[src/sv/dtw_frame_alignment_defines.svh]
// Assertion shorthands used by dtw_frame_alignment.sv.
`ifndef DTW_FRAME_ALIGNMENT_DEFINES_SVH
`define DTW_FRAME_ALIGNMENT_DEFINES_SVH

// Same-cycle implication, checked out of reset.
`define DTWFA_ASSERT_NOW(lbl, ante, cons, msg) \
    lbl: assert property (@(posedge i_clk) disable iff (!i_rst_n) (ante) |-> (cons)) \
        else $error(msg);

// Next-cycle implication, checked out of reset.
`define DTWFA_ASSERT_NXT(lbl, ante, cons, msg) \
    lbl: assert property (@(posedge i_clk) disable iff (!i_rst_n) (ante) |=> (cons)) \
        else $error(msg);

`endif

[src/sv/dtwfa_ram.sv]
module dtwfa_ram #(
    parameter int WIDTH = 8,
    parameter int DEPTH = 256
) (
    input  logic                     i_clk,
    input  logic                     i_we,
    input  logic [$clog2(DEPTH)-1:0] i_waddr,
    input  logic [WIDTH-1:0]         i_wdata,
    input  logic [$clog2(DEPTH)-1:0] i_raddr,
    output logic [WIDTH-1:0]         o_rdata
);

    logic [WIDTH-1:0] r_mem [DEPTH];

    always_ff @(posedge i_clk) begin
        if (i_we) begin
            r_mem[i_waddr] <= i_wdata;
        end
        o_rdata <= r_mem[i_raddr];
    end

endmodule

[config.mk]
export PLATFORM = sky130hd
export DESIGN_NAME = dtwfa_ram
export DESIGN_NICKNAME = d
export VERILOG_FILES = /design/src/sv/dtw_frame_alignment_defines.svh /design/src/sv/dtwfa_ram.sv
export SDC_FILE = /design/constraint.sdc
export NUM_CORES = 2
export LEC_CHECK = 0
export BUFFER_PORTS_ARGS = -buffer_cell sky130_fd_sc_hd__buf_2
export CORE_MARGIN = 10
export CORE_UTILIZATION = 35
export CTS_CLUSTER_DIAMETER = 80
export CTS_CLUSTER_SIZE = 25
export DETAILED_ROUTE_END_ITERATION = 12
export GPL_TIMING_DRIVEN = 0
export PLACE_DENSITY = 0.59
export SYNTH_ARGS = -nofsm -noshare
export SYNTH_HDL_FRONTEND = slang
export SYNTH_SLANG_ARGS = --single-unit
[constraint.sdc]
create_clock -name i_clk -period 2.2 [get_ports i_clk]
set_clock_uncertainty 0.05 [all_clocks]
set_input_delay 0.44 -clock i_clk [delete_from_list [all_inputs] [get_ports i_clk]]
set_output_delay 0.44 -clock i_clk [all_outputs]
set_load 0.005 [all_outputs]
Word level (Yosys, flattened, before mapping)
Memory sizes are Yosys's and may differ from the RTL's. A register that Yosys moved wholly into a read port is not among the register bits.
Index checks and enable logic that the tools add are counted.
{ "op_classes": {"mux": 2} }
{ "ops": {"columns": ["operator", "count"], "rows": [
  ["1-bit 2-to-1 mux", 2]
]} }
{ "totals": {"regBits": 0, "ram_bits": 2048, "input_bits": 26, "out_inout_bits": 8, "word_cells": 3, "n_memories": 1} }
{ "memory_table": {"columns": ["name", "depth", "width", "read_ports", "rd_ports_with_merged_regs", "wr", "line", "rtl"], "rows": [
  ["r_mem", 256, 8, 1, 1, 1, "dtwfa_ram.sv:13", "logic [WIDTH-1:0] r_mem [DEPTH];"]
]} }

Depth between registers and ports, before layout
{ "depth": {"depth_word": 2, "ltp_mapped": 11, "ltp_nobuf": 6} }

Least setup slack after synthesis
No wires, ideal clock.
{ "synth_timing": {"path_kind": "input-to-reg", "start": "input port i_raddr[0]", "end": "register o_rdata[2] (read register of r_mem)", "setup_ps": 131, "t_arrival_ps": 2247, "required_time_ps": 2019, "setup_slack_ps": -228, "path_stages": 9, "cell_sequence": "buf_6 -> buf_12 -> buf_8 -> buf_2 -> mux4_2 -> a22oi_1 -> a21oi_1 -> nor4_1 -> nor4_2"} }
{ "synth_rtl": {"columns": ["element", "line", "rtl"], "rows": [
  ["from (decl)", "dtwfa_ram.sv:9", "input logic [$clog2(DEPTH)-1:0] i_raddr,"],
  ["to (decl)", "dtwfa_ram.sv:10", "output logic [WIDTH-1:0] o_rdata"]
]} }

==> results.txt <==
Power spread over the standard cell area amounts to 785 mW/mm^2. The final reports fail on setup timing. The achievable clock frequency is 379 MHz. Routability-driven placement finished with a final weighted congestion of 0.949. After detailed routing, the number of remaining DRC violations is 0.

The area share of fa/ha/maj cells after synthesis came out at 0%. The fill cell instance count of the final layout is 19788. The number of distinct library cells after synthesis is 55. The pin count of the biggest net entering global routing came out at 157.

The data arrival time of the critical path came out at 3.23 ns. The combinational family with the most area after synthesis is multiplexers. The clock sink total came out at 2056.

The die outline width is 497 um. The area of the die came out at 0.247 mm^2. The path class of the tightest hold or removal check is input pin to register. The clock passes through at most 3 buffers.

Setup repair after global routing could not meet its margin everywhere. The setup violation total in the final timing report came out at 130. The kind of critical path is register to register. The library cell contributing the largest single delay on the critical path is nor4_4. The final design area excluding fillers is 0.0916 mm^2. Setup slack on the critical path of the routed design comes to -0.442 ns. The post-synthesis compound-gate area fraction came out at 3.42%. The critical path goes through mux4_2 -> mux4_2 -> nor2b_1 -> nor4_4 -> nor4_4. Relative to the synthesized area, the layout overhead comes to 15.2%. Among cell families on the critical path, the largest total delay comes from multiplexers. On the worst path, the slowest cell contributes a delay of 0.64 ns.

The max-capacitance violation count is 0. The setup check on the worst reg-to-reg path leaves a slack of -0.44 ns. The leading cell type in the layout, fill and taps excluded is edfxtp_1. The post-route minimum period came out at roughly 2.6 ns. The number of warning messages in the yosys log is 0. The routed length per instance came out at 35.2 um.

The total cell area at the placement stage came out at 0.0842 mm^2. Data on the critical path is required at its endpoint by 2.79 ns. The via count is 40776. Along the worst path, the maximum fanout reaches 2. The top cell types in the final layout, fill and taps aside, are edfxtp_1 (2048), mux4_2 (454), nor2_4 (181). The floorplan row count came out at ~170. The worst setup path is captured at a register. The I/O pin total came out at 34. STA classifies the critical path startpoint as a register. The overall global routing resource usage came out at 19.5%. The placeable core area came out at 0.226 mm^2.

The number of H-tree levels is 3. Of all flip-flops after synthesis, the portion carrying an async set or reset was 0%. The fraction of the yosys area taken by sequential cells came out at 77.5%. The y dimension of the die is 497 um.

The clock slew at the register clock pins of the worst setup and hold paths came out at 0.10 ns. The residual overflow from global routing came out at 0. The hold-fix buffer count after cts is 0. The number of global-route vias before repair came out at 39810. For this configuration, the core starts out at a cell density of 35.3%. In this run, synthesis inferred 2048 flip-flops with an integrated enable. The TritonCTS clock tree is yes. After synthesis, the share of cell area in mux cells is roughly 15%. The wire length of the first global-routing pass is 334 mm. Once layout is complete, the cells apart from fillers number approximately 7000. The later-pin clock latency in the skew report came out at around 0.80 ns.

The worst hold slack came out at 0.0299 ns. The share of layout cells above drive strength 1 is 33.0%. The post-synthesis simple-gate area fraction is 2.63%.

The share of the clock period used by the worst path after layout is 120%. The final hold violation count is 0. The total half-perimeter wirelength after legalization and detailed placement came out at 163 mm.

The number of nets in the synthesized netlist is around 3800. The netlist area before placement is 0.0796 mm^2. At the pin with the least slew margin, the transition time is around 1.1 ns. Clock tree synthesis selected as its root buffer the cell clkbuf_16.

The number of antenna violations at the first check in global routing is 18. For this block, the routed nets add up to ~250 mm of wire. After detailed routing, the number of vias per cell comes to 5.83. The static leakage came out at 27.1 nW.

The post-synthesis xor/xnor area fraction came out at 0%. In the synthesized netlist the dominant register cell turns out to be edfxtp_1. The relative slew slack came out at 25.3%. The run finished, with violations left. The number of pins with negative max-slew slack in the final report came out at 0. The mean cell area of the mapped netlist came out at 21.3 um^2. The total instance count after detailed placement came out at 6762. The count of nets left with antenna violations after detail routing is 0.

In this run the tool buffered the top-level ports with 26 buffer cells. Synthesis produced 3733 cells. The number of buffer and inverter stages on the critical path is 0. Across the VDD grid, the largest voltage drop is 0.000597 V.

The number of buffers created by CTS is 105. The number of synthesized register bits came out at 2056. The violation count after the first detailed-route iteration is 6585. The total iterations of the first detailed-routing run is 5. The final layout contains 3950 nets.
==> through the flow <==
step                      utilization [%]  total power [W]  setup TNS [ns]  setup WS [ns]
after floorplan                         -           0.0462          -80.82         -0.109
after global placement               37.1           0.0487        -8369.14          -4.16
after detailed placement             37.3           0.0487        -2836.65          -3.49
after CTS                            40.2           0.0717          -33.95         -0.373
after global routing                 40.6           0.0735           -2.38         -0.345
final                                40.6           0.0719           -7.30         -0.442
==> repair_timing <==
| item | CTS | global route |
|---|---|---|
| resized for setup | 726 | 218 |
| endpoints found under the setup margin | 2040 | 1236 |
| pin swaps | 24 | 34 |
| endpoints found under the hold margin | 0 | 0 |
| setup buffers | 23 | 29 |
==> metal layers <==
layer	part of all wire, %	vias to the layer above	GRT usage, %	wire [um]
li1	-	16029	-	-
met1	38	22040	25.9	94400
met2	47	2272	30.6	115000
met3	9.7	435	4.34	23800
met4	5.2	0	9.12	12900
met5	0	-	0	0
==> kinds of logic (layout without fill, tap and decap cells) <==
group           Yosys count  after routing
compound gates          385            385
buf+inv                 235            501
flops                  2056           2056
mux                     591            591
other cells               0              6
simple gates            466            466
==> final timing paths <==
check                     start           end  depth (start not counted)
hold reg to reg   r_mem[218][1]    o_rdata[1]                          5
setup reg to reg   r_mem[83][7]    o_rdata[7]                          5
hold / removal       i_wdata[1]  r_mem[66][1]                          1
setup / recovery   r_mem[83][7]    o_rdata[7]                          5
==> synthesized netlist by cell type, types with 10 or more instances <==
library cell,instances,area [um^2]
buf_6,21,236
nor4_1,24,150
nor3_1,22,110
a22oi_1,133,998
o21ai_0,10,50.1
buf_2,31,155
buf_1,22,82.6
edfxtp_1,2048,61500
o221ai_1,46,403
a211oi_1,16,120
a221oi_1,13,114
clkbuf_1,111,417
nand4_1,10,62.6
o22ai_1,28,175
a21oi_1,96,480
nand2_1,33,124
mux2i_1,134,1340
nor2_1,282,1060
nand3_1,34,170
buf_8,13,195
o211ai_1,10,75.1
buf_4,27,203
nor2b_1,31,194
mux4_2,454,10200
==> where the power goes <==
group          internal [W]  switching (W)
clock network        0.0103         0.0131
registers            0.0431      0.0000237
logic               0.00179        0.00362
total                0.0552         0.0167
==> state kept, by name (all words and copies together) (netlist names) <==
signal / cells
r_mem: 2048
o_rdata: 8
==> worst register-to-register path, delay by kind of cell, from the launching register on <==
| kind | cells | cell delay [ns] |
|---|---|---|
| DFF | 1 | 0.37 |
| muxes | 2 | 1.12 |
| and+or+nand+nor | 3 | 0.98 |
==> area by class of cell <==
cell class / instances / area, um^2 / share of cell area [%]
clock buffer: 123 / 2870 / 3.13
antenna: 6 / 15.0 / 0.0164
inverter: 2 / 8.76 / 0.00956
buffer: 229 / 2580 / 2.82
clock inverter: 59 / 598 / 0.653
sequential: 2056 / 61700 / 67.3
timing repair buffer: 88 / 965 / 1.05
multi-input combinational: 1442 / 19200 / 21.0
tap: 2992 / 3740 / 4.09
No activity file was read; power rests on OpenSTA's default activity.
