[config.mk]
export PLATFORM = sky130hd
export DESIGN_NAME = dtwfa_isqrt
export DESIGN_NICKNAME = d
export VERILOG_FILES = /design/src/sv/dtw_frame_alignment_defines.svh /design/src/sv/dtwfa_isqrt.sv
export SDC_FILE = /design/constraint.sdc
export NUM_CORES = 1
export LEC_CHECK = 0
export BUFFER_PORTS_ARGS = -buffer_cell sky130_fd_sc_hd__buf_2
export CORE_ASPECT_RATIO = 0.8
export CORE_MARGIN = 5
export CORE_UTILIZATION = 54
export CTS_BUF_LIST = sky130_fd_sc_hd__clkbuf_4
export DETAILED_ROUTE_END_ITERATION = 7
export PLACE_DENSITY_LB_ADDON = 0.25
export SETUP_SLACK_MARGIN = 0.15
export SLEW_MARGIN = 20
export SYNTH_ARGS = -nofsm -noshare
export SYNTH_HDL_FRONTEND = slang
export SYNTH_SLANG_ARGS = --single-unit
[constraint.sdc]
create_clock -name i_clk -period 2.3 [get_ports i_clk]
set_input_delay 0.115 -clock i_clk [delete_from_list [all_inputs] [get_ports i_clk]]
set_output_delay 0.115 -clock i_clk [all_outputs]
set_load 0.01 [all_outputs]
[src/sv/dtw_frame_alignment_defines.svh]
// Assertion shorthands used by dtw_frame_alignment.sv.
`ifndef DTW_FRAME_ALIGNMENT_DEFINES_SVH
`define DTW_FRAME_ALIGNMENT_DEFINES_SVH

// Same-cycle implication, checked out of reset.
`define DTWFA_ASSERT_NOW(lbl, ante, cons, msg) \
    lbl: assert property (@(posedge i_clk) disable iff (!i_rst_n) (ante) |-> (cons)) \
        else $error(msg);

// Next-cycle implication, checked out of reset.
`define DTWFA_ASSERT_NXT(lbl, ante, cons, msg) \
    lbl: assert property (@(posedge i_clk) disable iff (!i_rst_n) (ante) |=> (cons)) \
        else $error(msg);

`endif

[src/sv/dtwfa_isqrt.sv]
// Restoring integer square root, one result bit per cycle.
module dtwfa_isqrt #(
    parameter int XW = 32
) (
    input  logic                      i_clk,
    input  logic                      i_rst_n,
    input  logic                      i_start,
    input  logic [XW-1:0]             i_radicand,
    output logic                      o_done,
    output logic [(XW+XW%2)/2-1:0]    o_root
);

    localparam int EW = XW + XW % 2;
    localparam int RW = EW / 2;
    localparam int KW = $clog2(RW + 1);

    logic [EW-1:0] r_x;
    logic [RW:0]   r_rem;
    logic [RW-1:0] r_root;
    logic [KW-1:0] r_cnt;
    logic          r_done;

    logic [RW+2:0] w_sh;
    logic [RW+2:0] w_trial;
    logic          w_ge;

    // remainder never exceeds twice the partial root, so RW+1 bits hold it
    assign w_sh    = {r_rem, r_x[EW-1 -: 2]};
    assign w_trial = (RW+3)'({r_root, 2'b01});
    assign w_ge    = (w_sh >= w_trial);

    always_ff @(posedge i_clk) begin
        if (!i_rst_n) begin
            r_cnt  <= '0;
            r_done <= 1'b0;
        end else begin
            r_done <= 1'b0;
            if (i_start) begin
                r_cnt <= KW'(RW);
            end else if (r_cnt != '0) begin
                r_cnt <= r_cnt - 1'b1;
                if (r_cnt == KW'(1)) begin
                    r_done <= 1'b1;
                end
            end
        end
    end

    always_ff @(posedge i_clk) begin
        if (i_start) begin
            r_x    <= EW'(i_radicand);
            r_rem  <= '0;
            r_root <= '0;
        end else if (r_cnt != '0) begin
            r_x    <= {r_x[EW-3:0], 2'b00};
            r_rem  <= w_ge ? (RW+1)'(w_sh - w_trial) : (RW+1)'(w_sh);
            r_root <= {r_root[RW-2:0], w_ge};
        end
    end

    assign o_done = r_done;
    assign o_root = r_root;

endmodule

# Word-level counts from Yosys, hierarchy flattened
# Index checks and enable logic that the tools add are counted.
[classes]
magnitude_cmp = 1
bitwise = 2
reduce_logical = 4
mux = 6
addsub = 2
n_eq_ne = 1
[op_table]
columns = ["operator", "count"]
rows = [
  ["32-bit 2-to-1 mux", 2],
  ["19-bit by 18-bit >= comparator with 1-bit output", 1],
  ["17-bit 2-to-1 mux", 1],
  ["17-bit subtractor", 1],
  ["5-bit 2-to-1 mux", 2],
  ["5-bit by 1-bit equality test with 1-bit output (second input constant)", 1],
  ["5-bit nonzero test", 1],
  ["5-bit by 1-bit subtractor with 5-bit output (second input constant)", 1],
  ["3-bit OR reduction", 1],
  ["1-bit NOT", 2],
  ["2-bit nonzero test", 1],
  ["2-bit OR reduction", 1],
  ["1-bit 2-to-1 mux", 1],
]
[totals]
wordCells = 22
in_bits = 35
out_inout_bits = 17
register_bits = 71

# Logic depth before layout (Yosys ltp)
# Gate-level depths: netlist of run 1.
[depth]
depth_word = 3
depth_mapped = 11
ltp_nobuf = 8

# Worst setup path after synthesis of run 1
# No wires, ideal clock.
[synth_timing]
path_kind = "reg2reg"
from = "reg r_root[2], in the netlist o_root[2]"
to = "reg r_rem[13]"
n_path_buf = 1
stages_incl_launch_ff = 10
t_arrival_ns = 2.279
path_slack_ns = -0.055
path_cell_list = "dfxtp_1 > inv_1 > ha_1 > a21oi_1 > o21ai_2 > o21ba_1 > buf_6 > or3_1 > a311o_1 > o22ai_1"
[synth_via]
elab_chain_cells = 2
word_cells_on_any_way = 3
[synth_lines]
columns = ["element", "line", "text"]
rows = [
  ["start, declared", "dtwfa_isqrt.sv:19", "logic [RW-1:0] r_root;"],
  ["start signal, assigned", "dtwfa_isqrt.sv:57", "r_root <= {r_root[RW-2:0], w_ge};"],
  ["17-bit subtractor or 19-bit by 18-bit >= comparator with 1-bit output (tied branches)", "dtwfa_isqrt.sv:56, dtwfa_isqrt.sv:30", ""],
  ["17-bit 2-to-1 mux (*)", "dtwfa_isqrt.sv:56", "r_rem <= w_ge ? (RW+1)'(w_sh - w_trial) : (RW+1)'(w_sh);"],
  ["end signal, assigned", "dtwfa_isqrt.sv:56", ""],
  ["end, declared", "dtwfa_isqrt.sv:18", "logic [RW:0] r_rem;"],
]
# Every way passes the cells marked *; elsewhere a longest branch is shown, timed or not.
# A chain may end at the register's enable or synchronous reset.

# Worst setup path after layout of run 1
[layout_timing]
from = "reg r_rem[3]"
to = "reg r_rem[2]"
[layout_via]
elab_chain_cells = 2
[layout_lines]
columns = ["element", "line", "text"]
rows = [
  ["19-bit by 18-bit >= comparator with 1-bit output", "dtwfa_isqrt.sv:30", "assign w_ge = (w_sh >= w_trial);"],
  ["17-bit 2-to-1 mux", "dtwfa_isqrt.sv:56", ""],
]
# Every way passes these cells.

==> metrics.txt, run 1 <==
# TYPE chip_impl_metric gauge
chip_impl_metric{name="clock_tree.htree_level_count",unit=""} 3
chip_impl_metric{name="netlist_instances",unit=""} 415
chip_impl_metric{name="fraction_of_layout_instances_using_a_drive_strength_above_1",unit="%"} 40.1
chip_impl_metric{name="die_height",unit="um"} 87.1
chip_impl_metric{name="pwr-share-seq",unit="%"} 25.2
chip_impl_metric{name="setup-violations-final",unit=""} 0
chip_impl_metric{name="numClockSinks",unit=""} 71
chip_impl_metric{name="p_sw",unit="mW"} 3.11
chip_impl_info{name="clock_tree.root_cell",value="sky130_fd_sc_hd__clkbuf_4"} 1
chip_impl_metric{name="timing.final.hold_violations",unit=""} 0
chip_impl_metric{name="clockBufferDepth",unit=""} 2
chip_impl_metric{name="place.gp.congestion",unit=""} 0.946
chip_impl_metric{name="grt_pass1_wl",unit="mm"} 18.1
chip_impl_metric{name="post_route_clock_period_utilization",unit="%"} 98.9
chip_impl_metric{name="drt-met1-wl",unit="mm"} 5.08
chip_impl_metric{name="dieArea",unit="sq mm"} 0.00927
chip_impl_info{name="postSynth.topFlopCell",value="sky130_fd_sc_hd__dfxtp_1"} 1
chip_impl_metric{name="seq_area_frac_synth",unit="%"} 43.4
chip_impl_metric{name="max_slew_margin",unit="%"} 66.8
chip_impl_metric{name="power.leakage",unit="nW"} 2.25
chip_impl_metric{name="postRouteWirelength",unit="mm"} 11.8
chip_impl_metric{name="synth.mux.area_fraction",unit="%"} 8.92
chip_impl_metric{name="power.density_cell_area",unit="mW/mm^2"} 1300
chip_impl_metric{name="pin_count",unit=""} 52
chip_impl_metric{name="yosys.area_share.xor_xnor",unit="%"} 2.62
chip_impl_metric{name="max_clock_freq",unit="GHz"} 0.440
chip_impl_metric{name="wl_per_cell",unit="um"} 18.2
chip_impl_metric{name="asyncSetResetFlopFracSynth",unit="%"} 0
chip_impl_metric{name="via_count_of_the_first_global_routing_pass",unit=""} 3617
chip_impl_info{name="status",value="finished clean"} 1
chip_impl_info{name="synth_top_family_by_area",value="compound AO/OA/AOI/OAI gates"} 1
chip_impl_info{name="tritoncts",value="yes"} 1
chip_impl_metric{name="max-vdd-ir-drop",unit="V"} 0.000580
chip_impl_metric{name="per_instance_average_area_after_synthesis",unit="sq um"} 9.67
chip_impl_metric{name="timing.critical_path.fanout_max",unit=""} 12
chip_impl_metric{name="initial_drc_count",unit=""} 395
chip_impl_metric{name="synth.lib_cells_used.distinct",unit=""} 56
chip_impl_metric{name="clock_skew",unit="ns"} 0.0221
chip_impl_metric{name="design_area",unit="sq mm"} 0.00561
chip_impl_metric{name="num_vias",unit=""} 3782
chip_impl_metric{name="dr_wl_met2",unit="mm"} 5.50
chip_impl_metric{name="route.met3.wl",unit="um"} 928
chip_impl_metric{name="clockPowerShare",unit="%"} 11.2
chip_impl_info{name="rsz0062_at_grt",value="yes"} 1
chip_impl_metric{name="fillerInstances",unit=""} 475
chip_impl_metric{name="syn_area",unit="sq mm"} 0.00401
chip_impl_metric{name="postPlaceCellArea",unit="sq mm"} 0.00473
chip_impl_metric{name="drt_pre_antenna_iters",unit=""} 5
chip_impl_metric{name="edff_count_synth",unit=""} 32
chip_impl_info{name="setup.worst_path.class",value="reg -> reg"} 1
chip_impl_info{name="min-delay-path-class",value="in -> reg"} 1
chip_impl_metric{name="grt.overflow.total",unit=""} 0
chip_impl_metric{name="insertedDiodeCount",unit=""} 0
chip_impl_metric{name="core.rowCount",unit=""} 28
chip_impl_metric{name="route.antenna.remaining_nets",unit=""} 0
chip_impl_metric{name="detail_route.vias_per_cell",unit=""} 5.84
chip_impl_metric{name="grt_antenna_before_repair",unit=""} 0
chip_impl_info{name="routed.top_layer",value="met4"} 1
chip_impl_info{name="cp-end-kind",value="flop"} 1
chip_impl_metric{name="nets",unit=""} 609
chip_impl_metric{name="switching_share",unit="%"} 42.8
chip_impl_metric{name="combinationalPowerShare",unit="%"} 63.6
chip_impl_metric{name="adder_cell_area_share_of_the_yosys_netlist",unit="%"} 6.55
chip_impl_metric{name="power.total",unit="mW"} 7.27
chip_impl_metric{name="cts-buffers-inserted",unit=""} 9
chip_impl_metric{name="drc",unit=""} 0
chip_impl_metric{name="worstMarginPinSlew",unit="ns"} 0.498
chip_impl_metric{name="design.core.area",unit="sq mm"} 0.00732
chip_impl_metric{name="dp_hpwl",unit="mm"} 7.57
chip_impl_metric{name="finalWorstPathRequiredPeriod",unit="ns"} 2.27
chip_impl_metric{name="grt_max_degree",unit=""} 39
chip_impl_metric{name="cp.arrival",unit="ns"} 2.58
chip_impl_metric{name="intPower",unit="mW"} 4.16
chip_impl_metric{name="synthesized_area_fraction_occupied_by_ao_oa_aoi_and_oai_cells",unit="%"} 17.8
chip_impl_metric{name="die-width",unit="um"} 106
chip_impl_metric{name="synth-warning-count",unit=""} 0
chip_impl_metric{name="io_buffers",unit=""} 51
chip_impl_metric{name="ys_seq_elements",unit=""} 71
chip_impl_metric{name="area_delta_synth_final",unit="%"} 39.9
chip_impl_info{name="critPathLaunchType",value="flop"} 1
chip_impl_metric{name="clkSlewWorstSetupHoldPaths",unit="ns"} 0.13
chip_impl_metric{name="post_synth_and_or_nand_nor_area_fraction",unit="%"} 15.7
chip_impl_metric{name="required",unit="ns"} 2.61
chip_impl_metric{name="starting_density_of_the_core",unit="%"} 54.8
chip_impl_metric{name="tot_gr_track_use",unit="%"} 25.2
chip_impl_metric{name="clk_latency",unit="ns"} 0.43
chip_impl_metric{name="cap_violations",unit=""} 0
chip_impl_metric{name="post_synthesis_net_count",unit=""} 471
chip_impl_metric{name="final_core_utilization",unit="%"} 76.6
chip_impl_metric{name="slew_viol_final",unit=""} 0
final timing paths:
path | startpoint | endpoint | slack (ns) | depth (start not counted)
min reg2reg | o_root[5] | o_root[5] | 0.49 | 2
max | r_rem[3] | r_rem[2] | 0.03 | 8
max reg2reg | r_rem[3] | r_rem[2] | 0.03 | 8
min | i_start | o_root[4] | 0.16 | 2
final cells by class:
cell class | instances | area, sq um | share of cell area (%)
Timing Repair Buffer | 150 | 1130 | 20.2
Inverter | 24 | 90.1 | 1.61
Multi-Input combinational cell | 297 | 2380 | 42.5
Clock buffer | 9 | 67.6 | 1.20
Clock inverter | 7 | 71.3 | 1.27
Tap cell | 90 | 113 | 2.01
Sequential cell | 71 | 1760 | 31.3
metrics by stage:
step	instances	setup slack, ns	TNS, ns	hold slack [ns]
4_1_cts	642	0.0214	0	0.115
3_5_place_dp	585	-0.111	-0.313	0.381
3_3_place_gp	585	-0.0164	-0.0331	0.371
2_1_floorplan	415	0.0579	0	0.232
6_report	648	0.0251	0	0.157
5_1_grt	648	-0.0759	-0.202	0.148
worst max-delay path: stages (launching register included):
cell and delay [ns]:
sky130_fd_sc_hd__dfxtp_2 0.40, sky130_fd_sc_hd__ha_4 0.21, sky130_fd_sc_hd__o21a_1 0.20, sky130_fd_sc_hd__o2111ai_2 0.20, sky130_fd_sc_hd__o21ba_4 0.20, sky130_fd_sc_hd__buf_4 0.13, sky130_fd_sc_hd__o311a_4 0.37, sky130_fd_sc_hd__o21ai_0 0.31
sky130_fd_sc_hd__a311oi_1 0.13
cells in the final DEF, fill, tap and decap left out, drive strengths merged, types with 4 or more instances in the layout:
cell,n
nor4,4
o21a,5
nor3b,8
xor2,4
ha,21
dfxtp,39
a31oi,6
nand2,46
buf,117
nor2,28
o21ai,18
nor3,7
dlygate4sd3,33
nand4,4
or3,6
a211oi,5
inv,25
xnor2,8
a21o,5
a21oi,24
a311oi,7
mux2,30
o211ai,6
edfxtp,32
clkbuf,9
nand3,12
registers in the layout (all words and copies together) (netlist names):
name	count
o_done	1
r_rem	17
r_x	32
o_root	16
r_cnt	5
cell families (layout without fill, tap and decap cells):
kind of cell / Yosys count / in the layout
AOI/OAI and AO/OA: 101 / 101
buffers and inverters: 47 / 190
muxes: 32 / 32
and+or+nand+nor: 131 / 131
DFF: 71 / 71
xor gates and xnor gates: 12 / 12
adders and majority gates: 21 / 21
per-layer routing:
| metal | track usage, % | vias to the layer above |
|---|---|---|
| li1 | - | 1797 |
| met1 | 34.2 | 1796 |
| met2 | 39.7 | 162 |
| met3 | 6.08 | 27 |
| met4 | 8.59 | 0 |
| met5 | 0 | - |
cell usage after synthesis, types with 6 or more instances:
cell	number	area, sq um
sky130_fd_sc_hd__a21oi_1	24	120
sky130_fd_sc_hd__edfxtp_1	32	961
sky130_fd_sc_hd__o211ai_1	6	45.0
sky130_fd_sc_hd__dfxtp_1	39	781
sky130_fd_sc_hd__a31oi_1	6	37.5
sky130_fd_sc_hd__nor3b_1	8	60.1
sky130_fd_sc_hd__or3_1	6	37.5
sky130_fd_sc_hd__nor2_1	28	105
sky130_fd_sc_hd__nand3_1	12	60.1
sky130_fd_sc_hd__ha_1	21	263
sky130_fd_sc_hd__clkbuf_1	17	63.8
sky130_fd_sc_hd__inv_1	24	90.1
sky130_fd_sc_hd__o21ai_0	17	85.1
sky130_fd_sc_hd__xnor2_1	8	70.1
sky130_fd_sc_hd__nand2_1	46	173
sky130_fd_sc_hd__nor3_1	7	35.0
sky130_fd_sc_hd__mux2_2	30	338
sky130_fd_sc_hd__a311oi_1	7	61.3
power by group through the flow:
stage / registers [mW] / logic, mW / clock network, mW
floorplan: 1.78 / 2.42 / 0
global placement: 1.81 / 3.47 / 0
detailed placement: 1.82 / 3.56 / 0
CTS: 1.80 / 4.03 / 0.816
global route: 1.86 / 4.93 / 0.874
finish: 1.83 / 4.63 / 0.811
repair_timing:
action | in CTS | in global routing
hold buffers | 33 | 0
endpoints found under the setup margin | 18 | 18
hold endpoints to repair | 35 | 0
pin swaps | 21 | 20
gates resized for setup | 34 | 39
setup buffers | 8 | 6
Note: power is estimated with default switching activity, not from simulation.
==> run 2, diff against run 1 <==
--- a/config.mk
+++ b/config.mk
@@ -6,9 +6,11 @@
 export NUM_CORES = 1
 export LEC_CHECK = 0
 export BUFFER_PORTS_ARGS = -buffer_cell sky130_fd_sc_hd__buf_2
+export CELL_PAD_IN_SITES_DETAIL_PLACEMENT = 0
+export CELL_PAD_IN_SITES_GLOBAL_PLACEMENT = 1
 export CORE_ASPECT_RATIO = 0.8
 export CORE_MARGIN = 5
-export CORE_UTILIZATION = 54
+export CORE_UTILIZATION = 50
 export CTS_BUF_LIST = sky130_fd_sc_hd__clkbuf_4
 export DETAILED_ROUTE_END_ITERATION = 7
 export PLACE_DENSITY_LB_ADDON = 0.25
==> constraint.sdc (replaced) <==
create_clock -name i_clk -period 2.9 [get_ports i_clk]
set_input_delay 0.145 -clock i_clk [delete_from_list [all_inputs] [get_ports i_clk]]
set_output_delay 0.145 -clock i_clk [all_outputs]
set_load 0.01 [all_outputs]
==> run 2 against run 1 <==
Net effect:
- register-to-register slack improved by 0.35 ns
- wire length fell by 20%
- first-iteration DRC count fell by 39%
- power fell by 36%
- sequential power fell by 22%
- design area fell by 15%
- sequential share of layout area rose by 5.4 points
==> metrics.txt, run 2 (same netlist as run 1, synthesis figures left out) <==
# TYPE chip_impl_metric gauge
chip_impl_metric{name="grt_max_degree",unit=""} 54
chip_impl_metric{name="max_slew_margin",unit="%"} 58.8
chip_impl_metric{name="clockBufferDepth",unit=""} 2
chip_impl_metric{name="numClockSinks",unit=""} 71
chip_impl_metric{name="fin_tns_setup",unit="ns"} 0
chip_impl_metric{name="pwr-share-seq",unit="%"} 30.9
chip_impl_metric{name="setup-violations-final",unit=""} 0
chip_impl_metric{name="cp.arrival",unit="ns"} 2.85
chip_impl_metric{name="clock_tree.htree_level_count",unit=""} 3
chip_impl_info{name="endpoint",value="r_rem[8]"} 1
chip_impl_metric{name="max-vdd-ir-drop",unit="V"} 0.000460
chip_impl_metric{name="worstMarginPinSlew",unit="ns"} 0.618
chip_impl_metric{name="combinationalPowerShare",unit="%"} 53.8
chip_impl_metric{name="clk_latency",unit="ns"} 0.42
chip_impl_metric{name="fraction_of_layout_instances_using_a_drive_strength_above_1",unit="%"} 23.9
chip_impl_info{name="top_register",value="r_x"} 1
chip_impl_metric{name="dp_hpwl",unit="mm"} 6.41
chip_impl_info{name="most-common-layout-cells",value="51 x sky130_fd_sc_hd__buf_2, 46 x sky130_fd_sc_hd__nand2_1, 39 x sky130_fd_sc_hd__dfxtp_1, 32 x sky130_fd_sc_hd__edfxtp_1, 30 x sky130_fd_sc_hd__mux2_2"} 1
chip_impl_metric{name="drc",unit=""} 0
chip_impl_metric{name="finalWorstPathRequiredPeriod",unit="ns"} 2.53
chip_impl_metric{name="via_count_of_the_first_global_routing_pass",unit=""} 3139
chip_impl_metric{name="detail_route.vias_per_cell",unit=""} 5.57
chip_impl_metric{name="insertedDiodeCount",unit=""} 0
chip_impl_metric{name="clockPowerShare",unit="%"} 15.3
chip_impl_metric{name="intPower",unit="mW"} 2.70
chip_impl_metric{name="timing.reg2reg.setup_slack",unit="ns"} 0.37
chip_impl_metric{name="nets",unit=""} 540
chip_impl_metric{name="die_height",unit="um"} 90.1
chip_impl_metric{name="required",unit="ns"} 3.22
chip_impl_metric{name="dieArea",unit="sq mm"} 0.00993
chip_impl_metric{name="design.core.area",unit="sq mm"} 0.00787
chip_impl_info{name="rsz0062_at_grt",value="no"} 1
chip_impl_metric{name="place.gp.congestion",unit=""} 0.805
chip_impl_metric{name="clkSlewWorstSetupHoldPaths",unit="ns"} 0.11
chip_impl_metric{name="timing.reg2reg.worst_path_depth",unit=""} 8
chip_impl_metric{name="pin_count",unit=""} 52
chip_impl_info{name="tritoncts",value="yes"} 1
chip_impl_metric{name="num_vias",unit=""} 3324
chip_impl_metric{name="wl_per_cell",unit="um"} 15.7
chip_impl_metric{name="die-width",unit="um"} 110
chip_impl_metric{name="grt_pass1_wl",unit="mm"} 15.4
chip_impl_metric{name="slew_viol_final",unit=""} 0
chip_impl_info{name="setup.worst_path.class",value="reg -> reg"} 1
chip_impl_metric{name="drt_pre_antenna_iters",unit=""} 4
chip_impl_info{name="layout.cells.most_common",value="sky130_fd_sc_hd__buf_2"} 1
chip_impl_metric{name="starting_density_of_the_core",unit="%"} 51.0
chip_impl_metric{name="grt_antenna_before_repair",unit=""} 0
chip_impl_metric{name="timing.critical_path.fanout_max",unit=""} 12
chip_impl_metric{name="grt.overflow.total",unit=""} 0
chip_impl_metric{name="postPlaceCellArea",unit="sq mm"} 0.00438
chip_impl_metric{name="power.leakage",unit="nW"} 1.87
chip_impl_metric{name="flip_flop_count_of_the_largest_register_all_copies_and_words_added",unit=""} 32
chip_impl_metric{name="clock_skew",unit="ns"} 0.0205
chip_impl_info{name="critPathLaunchType",value="flop"} 1
chip_impl_metric{name="timing.final.hold_violations",unit=""} 0
chip_impl_info{name="critPathLaunch",value="o_root[4]"} 1
chip_impl_metric{name="placedCellCount",unit=""} 561
chip_impl_metric{name="max_clock_freq",unit="GHz"} 0.396
chip_impl_metric{name="area_delta_synth_final",unit="%"} 18.4
chip_impl_metric{name="switching_share",unit="%"} 41.8
chip_impl_metric{name="postRouteWirelength",unit="mm"} 9.36
chip_impl_metric{name="power.density_cell_area",unit="mW/mm^2"} 976
chip_impl_metric{name="p_sw",unit="mW"} 1.94
chip_impl_metric{name="worst_slack",unit="ns"} 0.375
chip_impl_metric{name="core.rowCount",unit=""} 29
chip_impl_info{name="worst_r2r_startpoint",value="o_root[4]"} 1
chip_impl_metric{name="fillerInstances",unit=""} 697
chip_impl_metric{name="cap_violations",unit=""} 0
chip_impl_info{name="clock_tree.root_cell",value="sky130_fd_sc_hd__clkbuf_4"} 1
chip_impl_metric{name="preCtsSetupSlack",unit="ns"} 0.241
chip_impl_metric{name="final_cells",unit=""} 597
chip_impl_metric{name="power.total",unit="mW"} 4.64
chip_impl_info{name="min-delay-path-class",value="in -> reg"} 1
chip_impl_info{name="status",value="finished clean"} 1
chip_impl_metric{name="tot_gr_track_use",unit="%"} 19.7
chip_impl_info{name="cp-end-kind",value="flop"} 1
chip_impl_metric{name="initial_drc_count",unit=""} 241
chip_impl_metric{name="cts-buffers-inserted",unit=""} 9
chip_impl_info{name="critical_path.reg2reg.endpoint",value="r_rem[8]"} 1
chip_impl_metric{name="design_area",unit="sq mm"} 0.00475
chip_impl_metric{name="route.antenna.remaining_nets",unit=""} 0
chip_impl_metric{name="post_route_clock_period_utilization",unit="%"} 87.1
chip_impl_metric{name="io_buffers",unit=""} 51
==> run 2: worst max-delay path: stages (launching register included) <==
cell and delay [ns]:
sky130_fd_sc_hd__dfxtp_1 0.38, sky130_fd_sc_hd__inv_1 0.06, sky130_fd_sc_hd__ha_1 0.41, sky130_fd_sc_hd__o21a_1 0.19, sky130_fd_sc_hd__o2111ai_2 0.11, sky130_fd_sc_hd__o21ba_1 0.46, sky130_fd_sc_hd__o311a_2 0.39, sky130_fd_sc_hd__o21ai_0 0.13
sky130_fd_sc_hd__a311oi_1 0.29
==> run 2: timing repair <==
action | in CTS | in global routing
gates resized for setup | 0 | 4
hold buffers | 17 | 2
endpoints found under the setup margin | 0 | 17
hold endpoints to repair | 19 | 2
buffers inserted | 0 | 1
==> run 2: worst min path at each step <==
| stage | start | to | slack, ns | cells after the start |
|---|---|---|---|---|
| 3_5_place_dp | i_rst_n | r_cnt[4] | 0.40 | 2 |
| 6_report | i_radicand[15] | r_x[15] | 0.03 | 2 |
| 3_3_place_gp | i_rst_n | r_cnt[4] | 0.39 | 2 |
| 2_1_floorplan | i_rst_n | r_cnt[4] | 0.26 | 1 |
| 5_1_grt | i_radicand[9] | r_x[9] | 0.0002 | 2 |
| 4_1_cts | i_radicand[13] | r_x[13] | 0.00003 | 2 |
==> run 2: power groups by stage <==
stage                     Sequential, mW  Combinational [mW]  Clock (mW)
after floorplan                     1.40                1.86           0
after global placement              1.45                2.35           0
after detailed placement            1.45                2.39           0
after CTS                           1.43                2.41       0.731
after global routing                1.45                2.76       0.767
final                               1.43                2.49       0.710
==> run 2: through the flow <==
step | utilization [%] | hold slack (ns)
3_3_place_gp | 55.6 | 0.394
4_1_cts | 59.7 | 0.0000289
3_5_place_dp | 55.6 | 0.396
5_1_grt | 60.3 | 0.000247
6_report | 60.3 | 0.0282
2_1_floorplan | - | 0.262
==> run 2: area by class of cell <==
cell class | instances | area (sq um) | share of cell area, %
repair buffers | 81 | 541 | 11.4
clock buffers | 11 | 82.6 | 1.74
multi-input cells | 297 | 2090 | 43.9
flip-flops and latches | 71 | 1740 | 36.7
well taps | 108 | 135 | 2.85
inverters | 24 | 90.1 | 1.90
clock inverters | 5 | 73.8 | 1.55
==> run 2: per-layer routing <==
metal	vias to the layer above	track usage (%)	share of wire, %
met3	11	4.66	6.1
li1	1666	-	-
met2	79	29.7	45
met5	-	0	0
met1	1568	28.1	48
met4	0	5.23	1.2
==> run 3, diff against run 2 <==
--- a/config.mk
+++ b/config.mk
@@ -12,8 +12,11 @@
 export CORE_MARGIN = 5
 export CORE_UTILIZATION = 50
 export CTS_BUF_LIST = sky130_fd_sc_hd__clkbuf_4
+export CTS_CLUSTER_SIZE = 14
 export DETAILED_ROUTE_END_ITERATION = 7
+export MAX_ROUTING_LAYER = met4
 export PLACE_DENSITY_LB_ADDON = 0.25
+export RECOVER_POWER = 50
 export SETUP_SLACK_MARGIN = 0.15
 export SLEW_MARGIN = 20
 export SYNTH_ARGS = -nofsm -noshare
==> run 3 against run 2 <==
Net effect:
- global-route usage grew 0.57 points
- clock power grew 0.6%
- sequential share of layout area grew 0.19 points
- design area shrank 0.53%
- die area is the same
- power is essentially flat
- register-to-register slack is essentially flat
- sequential power is essentially flat
- setup slack gained 0.00058 ns
- hold slack lost 0.0041 ns
- non-clock buffer count is the same
- via count shrank 0.78%
- critical path type unchanged
- largest cell class unchanged
==> metrics.txt, run 3 (same netlist as run 1, synthesis figures left out) <==
# TYPE chip_impl_metric gauge
chip_impl_metric{name="max-vdd-ir-drop",unit="V"} 0.000465
chip_impl_metric{name="die-width",unit="um"} 110
chip_impl_metric{name="drt_pre_antenna_iters",unit=""} 5
chip_impl_info{name="crit_path_cell_trace",value="inv_1, ha_1, o21a_1, o2111ai_2, o21ba_1, o311a_2, o21ai_0, a311oi_1"} 1
chip_impl_metric{name="worst_slack",unit="ns"} 0.375
chip_impl_metric{name="fillerInstances",unit=""} 707
chip_impl_metric{name="area_delta_synth_final",unit="%"} 17.7
chip_impl_metric{name="preCtsSetupSlack",unit="ns"} 0.241
chip_impl_metric{name="via_count_of_the_first_global_routing_pass",unit=""} 3127
chip_impl_metric{name="max_slew_margin",unit="%"} 19.8
chip_impl_metric{name="clock_tree.htree_level_count",unit=""} 3
chip_impl_info{name="status",value="finished clean"} 1
chip_impl_metric{name="clkSlewWorstSetupHoldPaths",unit="ns"} 0.11
chip_impl_metric{name="cap_violations",unit=""} 0
chip_impl_metric{name="route.antenna.remaining_nets",unit=""} 0
chip_impl_metric{name="drc",unit=""} 0
chip_impl_metric{name="storage_element_area",unit="sq mm"} 0.00174
chip_impl_metric{name="detail_route.vias_per_cell",unit=""} 5.52
chip_impl_metric{name="io_buffers",unit=""} 51
chip_impl_info{name="crit_family",value="compound AO/OA/AOI/OAI gates"} 1
chip_impl_info{name="most-common-layout-cells",value="46 x sky130_fd_sc_hd__nand2_1, 39 x sky130_fd_sc_hd__dfxtp_1, 33 x sky130_fd_sc_hd__buf_2, 32 x sky130_fd_sc_hd__edfxtp_1, 29 x sky130_fd_sc_hd__mux2_2"} 1
chip_impl_info{name="critPathLaunchType",value="flop"} 1
chip_impl_metric{name="cp.arrival",unit="ns"} 2.85
chip_impl_metric{name="die_height",unit="um"} 90.1
chip_impl_metric{name="finalWorstPathRequiredPeriod",unit="ns"} 2.52
chip_impl_metric{name="insertedDiodeCount",unit=""} 0
chip_impl_metric{name="area_used_by_multi_input_combinational_logic",unit="sq mm"} 0.00209
chip_impl_metric{name="nets",unit=""} 540
chip_impl_metric{name="initial_drc_count",unit=""} 196
chip_impl_metric{name="place.gp.congestion",unit=""} 0.817
chip_impl_metric{name="worstMarginPinSlew",unit="ns"} 1.20
chip_impl_metric{name="grt.overflow.total",unit=""} 0
chip_impl_metric{name="power.density_cell_area",unit="mW/mm^2"} 980
chip_impl_metric{name="clockBufferDepth",unit=""} 2
chip_impl_info{name="clock_tree.root_cell",value="sky130_fd_sc_hd__clkbuf_4"} 1
chip_impl_metric{name="design.core.area",unit="sq mm"} 0.00787
chip_impl_metric{name="numClockSinks",unit=""} 71
chip_impl_info{name="setup.worst_path.class",value="reg -> reg"} 1
chip_impl_info{name="min-delay-path-class",value="in -> reg"} 1
chip_impl_metric{name="design_area",unit="sq mm"} 0.00472
chip_impl_metric{name="cts-buffers-inserted",unit=""} 9
chip_impl_metric{name="max_clock_freq",unit="GHz"} 0.396
chip_impl_metric{name="setup-violations-final",unit=""} 0
chip_impl_info{name="top_register",value="r_x"} 1
chip_impl_metric{name="clk_latency",unit="ns"} 0.42
chip_impl_metric{name="tot_gr_track_use",unit="%"} 20.2
chip_impl_metric{name="post_route_clock_period_utilization",unit="%"} 87.1
chip_impl_metric{name="dp_hpwl",unit="mm"} 6.41
chip_impl_metric{name="critPathBufInv",unit=""} 1
chip_impl_metric{name="core.rowCount",unit=""} 29
chip_impl_metric{name="pin_count",unit=""} 52
chip_impl_metric{name="timing.final.hold_violations",unit=""} 0
chip_impl_metric{name="fraction_of_layout_instances_using_a_drive_strength_above_1",unit="%"} 20.0
chip_impl_metric{name="grt_pass1_wl",unit="mm"} 15.4
chip_impl_metric{name="timing.critical_path.fanout_max",unit=""} 12
chip_impl_metric{name="fin_tns_setup",unit="ns"} 0
chip_impl_metric{name="slew_viol_final",unit=""} 0
chip_impl_metric{name="postPlaceCellArea",unit="sq mm"} 0.00438
chip_impl_metric{name="grt_max_degree",unit=""} 54
chip_impl_metric{name="starting_density_of_the_core",unit="%"} 51.0
chip_impl_info{name="rsz0062_at_grt",value="no"} 1
chip_impl_info{name="critPathSlowestCell",value="sky130_fd_sc_hd__o21ba_1"} 1
chip_impl_metric{name="postRouteWirelength",unit="mm"} 9.37
chip_impl_metric{name="wl_per_cell",unit="um"} 15.7
chip_impl_metric{name="clock_skew",unit="ns"} 0.0177
chip_impl_info{name="cp-end-kind",value="flop"} 1
chip_impl_info{name="layout.cells.most_common",value="sky130_fd_sc_hd__nand2_1"} 1
chip_impl_metric{name="required",unit="ns"} 3.22
chip_impl_metric{name="num_vias",unit=""} 3298
chip_impl_metric{name="critical_path.max_stage_delay",unit="ns"} 0.46
chip_impl_metric{name="power.leakage",unit="nW"} 1.80
chip_impl_info{name="tritoncts",value="yes"} 1
chip_impl_metric{name="grt_antenna_before_repair",unit=""} 0
chip_impl_metric{name="dieArea",unit="sq mm"} 0.00993
chip_impl_metric{name="flip_flop_count_of_the_largest_register_all_copies_and_words_added",unit=""} 32
run 3: cell type report:
type	count	share of cell area, %
Tap cell	108	2.86
Timing Repair Buffer	81	10.9
Clock buffer	11	1.75
Multi-Input combinational cell	297	44.1
Inverter	24	1.91
Clock inverter	5	1.56
Sequential cell	71	36.9
run 3: worst reg2reg max path, delay by kind of cell (launching register included):
family | cells | cell delay [ns]
buffers and inverters | 1 | 0.06
DFF | 1 | 0.38
AOI/OAI and AO/OA | 6 | 1.57
adders and majority gates | 1 | 0.41
run 3: path summary, 6_finish.rpt:
kind,slack (ns),end,depth (start not counted),start
max reg2reg,0.38,r_rem[8],8,o_root[4]
max,0.38,r_rem[8],8,o_root[4]
min,0.02,r_x[15],2,i_radicand[15]
min reg2reg,0.48,o_root[15],2,o_root[15]
run 3: power by group:
group / internal (mW) / switching [mW]
combinational: 1.04 / 1.45
clock: 0.364 / 0.350
sequential: 1.30 / 0.136
run 3: repair_timing:
action	in CTS	in global routing
gates resized for setup	0	4
hold buffers	17	2
setup endpoints to repair	0	17
hold endpoints to repair	19	2
setup buffers	0	1
run 3: per-layer routing:
layer | share of wire, % | vias up | GRT usage (%)
met3 | 5.8 | 11 | 4.66
met5 | 0 | - | -
met4 | 1.2 | 0 | 5.23
met1 | 48 | 1550 | 28.2
met2 | 45 | 71 | 29.6
li1 | - | 1666 | -
run 3: stage by stage:
stage,power [mW],util [%],std cells,hold WS [ns]
floorplan,3.26,-,415,0.262
global placement,3.80,55.6,561,0.394
detailed placement,3.84,55.6,561,0.396
CTS,4.58,59.7,594,0.0000289
global route,4.98,60.0,597,0.000315
finish,4.63,60.0,597,0.0241
